File: src/hdl/assert_macros.svh
// Assertion helpers; compiled out when SYNTH is defined.
`ifndef ASSERT_MACROS_SVH
`define ASSERT_MACROS_SVH
`ifndef SYNTH
`define ASSERT_IMPLIES(label, clk, rst_n, a, b) \
	label: assert property (@(posedge clk) disable iff (!rst_n) (a) |-> (b)) \
		else $error("implication failed");
`define ASSERT_NEVER(label, clk, rst_n, a) \
	label: assert property (@(posedge clk) disable iff (!rst_n) !(a)) \
		else $error("forbidden condition");
`else
`define ASSERT_IMPLIES(label, clk, rst_n, a, b)
`define ASSERT_NEVER(label, clk, rst_n, a)
`endif
`endif

File: src/hdl/ssdfb_pkg.sv
package ssdfb_pkg;

	typedef struct packed {
		logic [15:0] value;
		logic        show_separator;
	} item_t;

	typedef struct packed {
		logic [7:0] data_byte;
		logic       start_before;
		logic       stop_after;
		logic       last;
	} result_t;

	typedef struct packed {
		logic full;
		logic empty;
	} queue_status_t;

	localparam logic [7:0] CMD_DATA_AUTO = 8'h40;
	localparam logic [7:0] CMD_ADDR_ZERO = 8'hC0;
	localparam logic [7:0] SEP_BIT       = 8'h80;

	// 52429 / 2^19 approximates 1/10 exactly for all 16-bit values
	localparam logic [15:0] RECIP_TEN  = 16'd52429;
	localparam int          RECIP_SHIFT = 19;

	localparam int SLOT_CMD  = 0;
	localparam int SLOT_ADDR = 1;
	localparam int SEP_DIGIT = 2;

	function automatic logic [7:0] seg_pattern(input logic [3:0] d);
		logic [7:0] p;
		case (d)
			4'd0: p = 8'h3f;
			4'd1: p = 8'h06;
			4'd2: p = 8'h5b;
			4'd3: p = 8'h4f;
			4'd4: p = 8'h66;
			4'd5: p = 8'h6d;
			4'd6: p = 8'h7d;
			4'd7: p = 8'h07;
			4'd8: p = 8'h7f;
			4'd9: p = 8'h6f;
			default: p = 8'h00;
		endcase
		return p;
	endfunction

endpackage

File: src/hdl/seven_segment_decimal_frame_builder.sv
// Items go from the digit extractor via the queue to the back-end byte sequencer.
// That sequencer sets the item rate; it emits one byte per cycle unless result_ready
// stalls it. The extractor takes a new item as it pushes its finished digits.
// A two-entry queue decouples digit extraction from byte output.
// Reset (arst_n low) empties the queue, the output register and both sequencers.
`include "assert_macros.svh"

module seven_segment_decimal_frame_builder #(
	parameter int DIGIT_COUNT = 4
) (
	input  logic               clk,
	input  logic               arst_n,
	input  logic               item_valid,
	output logic               item_ready,
	input  ssdfb_pkg::item_t   item,
	output logic               result_valid,
	input  logic               result_ready,
	output ssdfb_pkg::result_t result
);

	logic                        push_valid;
	logic                        push_ready;
	logic [DIGIT_COUNT-1:0][7:0] push_data;
	logic                        pop_valid;
	logic                        pop_ready;
	logic [DIGIT_COUNT-1:0][7:0] pop_data;
	ssdfb_pkg::queue_status_t    qstat;

	ssdfb_front #(.DIGIT_COUNT(DIGIT_COUNT)) u_front (
		.clk        (clk),
		.arst_n     (arst_n),
		.item_valid (item_valid),
		.item_ready (item_ready),
		.item       (item),
		.push_valid (push_valid),
		.push_ready (push_ready),
		.push_data  (push_data)
	);

	ssdfb_queue #(.WIDTH(8 * DIGIT_COUNT)) u_queue (
		.clk        (clk),
		.arst_n     (arst_n),
		.push_valid (push_valid),
		.push_ready (push_ready),
		.push_data  (push_data),
		.pop_valid  (pop_valid),
		.pop_ready  (pop_ready),
		.pop_data   (pop_data),
		.status     (qstat)
	);

	ssdfb_back #(.DIGIT_COUNT(DIGIT_COUNT)) u_back (
		.clk          (clk),
		.arst_n       (arst_n),
		.pop_valid    (pop_valid),
		.pop_ready    (pop_ready),
		.pop_data     (pop_data),
		.result_valid (result_valid),
		.result_ready (result_ready),
		.result       (result)
	);

	`ASSERT_NEVER(a_queue_status, clk, arst_n, qstat.full && qstat.empty)
	`ASSERT_IMPLIES(a_start_cmd, clk, arst_n, result_valid && result.start_before, result.data_byte == ssdfb_pkg::CMD_DATA_AUTO || result.data_byte == ssdfb_pkg::CMD_ADDR_ZERO)
	`ASSERT_IMPLIES(a_last_flags, clk, arst_n, result_valid && result.last, result.stop_after && !result.start_before)

endmodule

File: src/hdl/ssdfb_queue.sv
module ssdfb_queue #(
	parameter int WIDTH = 32
) (
	input  logic                     clk,
	input  logic                     arst_n,
	input  logic                     push_valid,
	output logic                     push_ready,
	input  logic [WIDTH-1:0]         push_data,
	output logic                     pop_valid,
	input  logic                     pop_ready,
	output logic [WIDTH-1:0]         pop_data,
	output ssdfb_pkg::queue_status_t status
);

	logic [1:0][WIDTH-1:0] mem_q;
	logic                  wr_q;
	logic                  rd_q;
	logic [1:0]            cnt_q;
	logic                  push;
	logic                  pop;

	assign status.full  = (cnt_q == 2'd2);
	assign status.empty = (cnt_q == 2'd0);
	assign push_ready   = !status.full;
	assign pop_valid    = !status.empty;
	assign pop_data     = mem_q[rd_q];
	assign push         = push_valid && push_ready;
	assign pop          = pop_valid && pop_ready;

	always_ff @(posedge clk) begin
		if (push) begin
			mem_q[wr_q] <= push_data;
		end
	end

	always_ff @(posedge clk or negedge arst_n) begin
		if (!arst_n) begin
			wr_q  <= 1'b0;
			rd_q  <= 1'b0;
			cnt_q <= 2'd0;
		end else begin
			if (push) begin
				wr_q <= !wr_q;
			end
			if (pop) begin
				rd_q <= !rd_q;
			end
			if (push && !pop) begin
				cnt_q <= cnt_q + 2'd1;
			end else if (pop && !push) begin
				cnt_q <= cnt_q - 2'd1;
			end
		end
	end

endmodule

File: src/hdl/ssdfb_front.sv
module ssdfb_front #(
	parameter int DIGIT_COUNT = 4
) (
	input  logic                        clk,
	input  logic                        arst_n,
	input  logic                        item_valid,
	output logic                        item_ready,
	input  ssdfb_pkg::item_t            item,
	output logic                        push_valid,
	input  logic                        push_ready,
	output logic [DIGIT_COUNT-1:0][7:0] push_data
);

	localparam int PW = (DIGIT_COUNT > 1) ? $clog2(DIGIT_COUNT) : 1;

	logic                        busy_q;
	logic                        done_q;
	logic [PW-1:0]               cnt_q;
	logic [15:0]                 rem_q;
	logic                        sep_q;
	logic [DIGIT_COUNT-1:0][7:0] pats_q;

	logic [31:0] prod;
	logic [15:0] quo;
	logic [3:0]  digit;
	logic [7:0]  pat;
	logic        step;
	logic        take;
	logic        pushed;
	logic        last_digit;

	assign push_valid = done_q;
	assign push_data  = pats_q;
	assign pushed     = done_q && push_ready;
	assign item_ready = !busy_q || pushed;
	assign take       = item_valid && item_ready;
	assign step       = busy_q && !done_q;
	assign last_digit = (cnt_q == PW'(DIGIT_COUNT - 1));

	always_comb begin
		prod  = rem_q * ssdfb_pkg::RECIP_TEN;
		quo   = 16'(prod >> ssdfb_pkg::RECIP_SHIFT);
		digit = 4'(rem_q - (quo << 3) - (quo << 1));
		pat   = ssdfb_pkg::seg_pattern(digit);
		if ((DIGIT_COUNT > ssdfb_pkg::SEP_DIGIT) && sep_q &&
				(cnt_q == PW'(ssdfb_pkg::SEP_DIGIT))) begin
			pat = pat | ssdfb_pkg::SEP_BIT;
		end
	end

	always_ff @(posedge clk) begin
		if (take) begin
			rem_q <= item.value;
			sep_q <= item.show_separator;
		end else if (step) begin
			rem_q <= quo;
		end
		if (step) begin
			pats_q[cnt_q] <= pat;
		end
	end

	always_ff @(posedge clk or negedge arst_n) begin
		if (!arst_n) begin
			busy_q <= 1'b0;
			done_q <= 1'b0;
			cnt_q  <= '0;
		end else begin
			if (take) begin
				busy_q <= 1'b1;
				done_q <= 1'b0;
				cnt_q  <= '0;
			end else if (pushed) begin
				busy_q <= 1'b0;
				done_q <= 1'b0;
			end else if (step) begin
				if (last_digit) begin
					done_q <= 1'b1;
				end else begin
					cnt_q <= cnt_q + PW'(1);
				end
			end
		end
	end

endmodule

File: src/hdl/ssdfb_back.sv
module ssdfb_back #(
	parameter int DIGIT_COUNT = 4
) (
	input  logic                        clk,
	input  logic                        arst_n,
	input  logic                        pop_valid,
	output logic                        pop_ready,
	input  logic [DIGIT_COUNT-1:0][7:0] pop_data,
	output logic                        result_valid,
	input  logic                        result_ready,
	output ssdfb_pkg::result_t          result
);

	localparam int IW = $clog2(DIGIT_COUNT + 2);
	localparam int PW = (DIGIT_COUNT > 1) ? $clog2(DIGIT_COUNT) : 1;

	logic                        active_q;
	logic [IW-1:0]               idx_q;
	logic [DIGIT_COUNT-1:0][7:0] rec_q;
	logic                        out_valid_q;
	ssdfb_pkg::result_t          out_q;

	logic               load;
	logic               last_idx;
	logic [IW-1:0]      pos;
	ssdfb_pkg::result_t nxt;

	assign result_valid = out_valid_q;
	assign result       = out_q;
	assign load         = active_q && (!out_valid_q || result_ready);
	assign last_idx     = (idx_q == IW'(DIGIT_COUNT + 1));
	assign pop_ready    = !active_q || (load && last_idx);
	assign pos          = IW'(DIGIT_COUNT + 1) - idx_q;

	always_comb begin
		nxt.data_byte    = rec_q[pos[PW-1:0]];
		nxt.start_before = 1'b0;
		nxt.stop_after   = last_idx;
		nxt.last         = last_idx;
		if (idx_q == IW'(ssdfb_pkg::SLOT_CMD)) begin
			nxt.data_byte    = ssdfb_pkg::CMD_DATA_AUTO;
			nxt.start_before = 1'b1;
			nxt.stop_after   = 1'b1;
		end else if (idx_q == IW'(ssdfb_pkg::SLOT_ADDR)) begin
			nxt.data_byte    = ssdfb_pkg::CMD_ADDR_ZERO;
			nxt.start_before = 1'b1;
		end
	end

	always_ff @(posedge clk) begin
		if (pop_valid && pop_ready) begin
			rec_q <= pop_data;
		end
		if (load) begin
			out_q <= nxt;
		end
	end

	always_ff @(posedge clk or negedge arst_n) begin
		if (!arst_n) begin
			active_q    <= 1'b0;
			idx_q       <= '0;
			out_valid_q <= 1'b0;
		end else begin
			if (pop_valid && pop_ready) begin
				active_q <= 1'b1;
				idx_q    <= '0;
			end else if (load) begin
				if (last_idx) begin
					active_q <= 1'b0;
				end else begin
					idx_q <= idx_q + IW'(1);
				end
			end
			if (load) begin
				out_valid_q <= 1'b1;
			end else if (result_ready) begin
				out_valid_q <= 1'b0;
			end
		end
	end

endmodule
File: config.mk
export PLATFORM = sky130hd
export DESIGN_NAME = seven_segment_decimal_frame_builder
export DESIGN_NICKNAME = d
export VERILOG_FILES = /design/src/hdl/ssdfb_pkg.sv /design/src/hdl/seven_segment_decimal_frame_builder.sv /design/src/hdl/ssdfb_queue.sv /design/src/hdl/ssdfb_front.sv /design/src/hdl/ssdfb_back.sv
export VERILOG_INCLUDE_DIRS = /design/src /design/src/hdl
export SDC_FILE = /design/constraint.sdc
export NUM_CORES = 1
export LEC_CHECK = 0
export ABC_AREA = 1
export BUFFER_PORTS_ARGS = -buffer_cell sky130_fd_sc_hd__buf_2
export CAP_MARGIN = 5
export CORE_MARGIN = 2
export CORE_UTILIZATION = 30
export DETAILED_ROUTE_END_ITERATION = 6
export PLACE_DENSITY = 0.44
export REMOVE_ABC_BUFFERS = 1
export SYNTH_ARGS = -nofsm -noshare
export SYNTH_HDL_FRONTEND = slang
export SYNTH_SLANG_ARGS = --single-unit
File: constraint.sdc
create_clock -name clk -period 13.4 [get_ports clk]
set_clock_uncertainty 0.05 [all_clocks]
set_input_delay 3.35 -clock clk [delete_from_list [all_inputs] [get_ports clk]]
set_output_delay 3.35 -clock clk [all_outputs]
set_load 0.02 [all_outputs]
==> summary.md <==
| Metric | Value |
|---|---|
| Non-Filler Instances | `1705` |
| Post-layout util | `0.3390` |
| WL final | `28390 um` |
| Global-route wire length before repair | `45300 um` |
| H-Tree Level Count | `4` |
| HPWL Detailed | `approximately 23000 um` |
| Core box area | `38470 sq um` |
| Worst Setup End Kind | `register` |
| Slowest stage delay, CP | `0.55 ns` |
| Commonest cells post-synth | `243 x nand2_1, 219 x inv_1, 156 x edfxtp_1, 147 x ha_1, 80 x fa_1` |
| Cell family with most CP delay | `adder cells` |
| Most frequent cell after synthesis | `nand2_1` |
| Mapped Area | `between 10000 and 15000 sq um` |
| Area delta synth->final | `12.14%` |
| Total grt overflow | `0` |
| Slew Viols, Final | `0` |
| Clk Latency, worst-skew pair | `0.44 ns` |
| Total CTS buffers | `17` |
| Hold Path Class | `reg2reg` |
| Setup repair bufs after CTS | `0` |
| Hold_ws | `0.3916 ns` |
| Final Wtd Congestion | `0.8864` |
| Cts repair resizes | `0` |
| Critical Path Most Common Cell | `inv_1` |
| DRC violations left | `0` |
| # rows | `72` |
| Overall die height | `200.9 um` |
| Worst Setup Path Type | `reg2reg` |
| IO Count | `34` |
| CTS tree | `yes` |
| Status | `finished, final reports clean` |
| CP arrival | `just under 7 ns` |
| Worst path buffer plus inverter count | `7` |
| Worst EP required | `13.61 ns` |
| DIE WIDTH | `200.9 um` |
| Via count | `7429` |
| Synthesis warning total | `0` |
| Setup Viol. Count Final | `0` |
| Slowest-stage cell, CP | `fa_1` |
| Sequential cell area fraction in the yosys report | `0.4308` |
| Largest net degree at the start of global routing | `36` |
| Initial antenna violation count | `0` |
| DR vias/cell | `4.357` |
| R2r setup slk | `just under 7 ns` |
| # fillers | `3944` |
| Final ANT Viol Nets | `0` |
| #FFs+latches synth | `169` |
| Final Cycle Share | `0.4909` |
| Antenna cell count | `0` |
| Iteration-0 DRC Markers | `293` |
| Crit path max fanout | `6` |
| Slew @ Worst Pin | `1.018 ns` |
| Clock Tree Root | `clkbuf_16` |
| Hold buffer count at CTS | `0` |
| Post-synth ARST share | `0.07692` |
| Worst-path clk slew | `0.07 ns` |
| Avg WL per Cell | `~17 um` |
| Post-Syn Instances | `1127` |
| Fmax | `152.0 MHz` |
| RSZ-0062 raised after global routing | `no` |
| Vias in the first global route | `7920` |
| Post-synth EDFFs | `between 150 and 200` |
| Initial Util | `0.3023` |
| Cell variety after synth | `39` |
| Final Hold Fails | `0` |
| Die area | `40350 sq um` |
| Min cycle time layout | `6.579 ns` |
| Placed Cells | `1674` |
| Worst setup SP type | `register` |
| Syn avg cell area | `10.32 sq um` |
| Share of post-route cells with drive strength above 1 | `0.09014` |
| Drt pass-1 iters | `4` |
| Area leader, netlist | `edfxtp_1` |
| Most used DFF post-synth | `edfxtp_1` |
| Yosys top cell area share | `0.4028` |
| Leading cell types by total area after synthesis | `edfxtp_1 40%, ha_1 16%, fa_1 14%` |
| Nets | `1423` |
| Clock Tree Buf Depth | `2` |
| I/O Buffers | `33` |
| Total Neg Setup Slack | `0 ns` |
| GRT Util Overall | `0.1480` |
| Clock tree sinks | `169` |
| Rel. slew slack | `0.3189` |
| Max_cap viols | `0` |
worst register-to-register path, delay by kind of cell, from the launching register on:
| kind | cells | cell delay [ns] |
|---|---|---|
| flip-flops | 1 | 0.54 |
| AND/OR/NAND/NOR | 10 | 1.31 |
| buffers and inverters | 7 | 0.51 |
| adder cells (fa/ha/maj) | 8 | 3.73 |
| XOR/XNOR | 1 | 0.18 |
| AO/OA/AOI/OAI | 1 | 0.09 |
layout make-up:
cell class / count / area, sq um / area share
Multi-Input combinational cell: 720 / 5737 / 0.4399
Sequential cell: 169 / 5010 / 0.3842
Inverter: 225 / 844.6 / 0.06477
Tap cell: 518 / 648.1 / 0.04970
Clock buffer: 17 / 425.4 / 0.03262
Timing Repair Buffer: 42 / 232.7 / 0.01785
Clock inverter: 14 / 142.6 / 0.01094
kinds of logic (layout without fill, tap and decap cells):
logic type	count (synthesis)	in the layout	share of synthesized area
simple gates	379	379	0.1359
buf+inv	238	298	0.07725
fa+ha+maj	227	227	0.2959
flops	169	169	0.4308
compound gates	100	100	0.04842
xor+xnor	14	14	0.01173
state kept, by name, summed over array words and instances, names as in the netlist:
name	flops
u_back.rec_q	32
u_front.push_data	32
u_front.rem_q	16
u_queue.mem_q	64
u_front.cnt_q	2
u_back.active_q	1
u_back.idx_q	3
u_back.result	11
u_queue.rd_q	1
u_queue.wr_q	1
u_front.sep_q	1
u_back.result_valid	1
u_front.busy_q	1
u_queue.cnt_q	2
u_front.push_valid	1
layout by cell type, fill, tap and decap left out, drive strengths merged, types with 7 or more instances in the layout:
cell,n
fa,80
nand3,34
xor2,9
inv,226
edfxtp,156
ha,147
or2,7
buf,42
dfrtp,13
clkbuf,17
nand2,253
nor2,76
a21oi,42
clkinv,10
o21ai,37
layer usage:
metal	wire, um	global-route usage	vias up
met3	897	0.02159	30
met2	14300	0.2631	124
li1	-	-	3724
met1	12650	0.1854	3551
met4	541	0.04497	0
met5	0	0	-
path summary, 6_finish.rpt:
check	from	cells past startpoint	to
max in group asynchronous	arst_n	1	u_front.cnt_q[1]
worst max-delay path	u_front.rem_q[3]	27	u_front.push_data[24]
worst min-delay path	u_front.push_data[31]	0	u_queue.mem_q[63]
worst min register to register	u_front.push_data[31]	0	u_queue.mem_q[63]
min in group asynchronous	arst_n	1	u_back.result_valid
worst max register to register	u_front.rem_q[3]	27	u_front.push_data[24]
per-stage QoR:
step / area, sq um / worst slack (ns)
CTS: 13040 / 6.803
floorplan: 11570 / 6.940
finish: 13040 / 6.821
global route: 13040 / 6.403
global placement: 12470 / 6.863
detailed placement: 12470 / 6.839
Power is not shown: default switching activity piles up to over one toggle a cycle in this logic, so the estimate is an artifact.
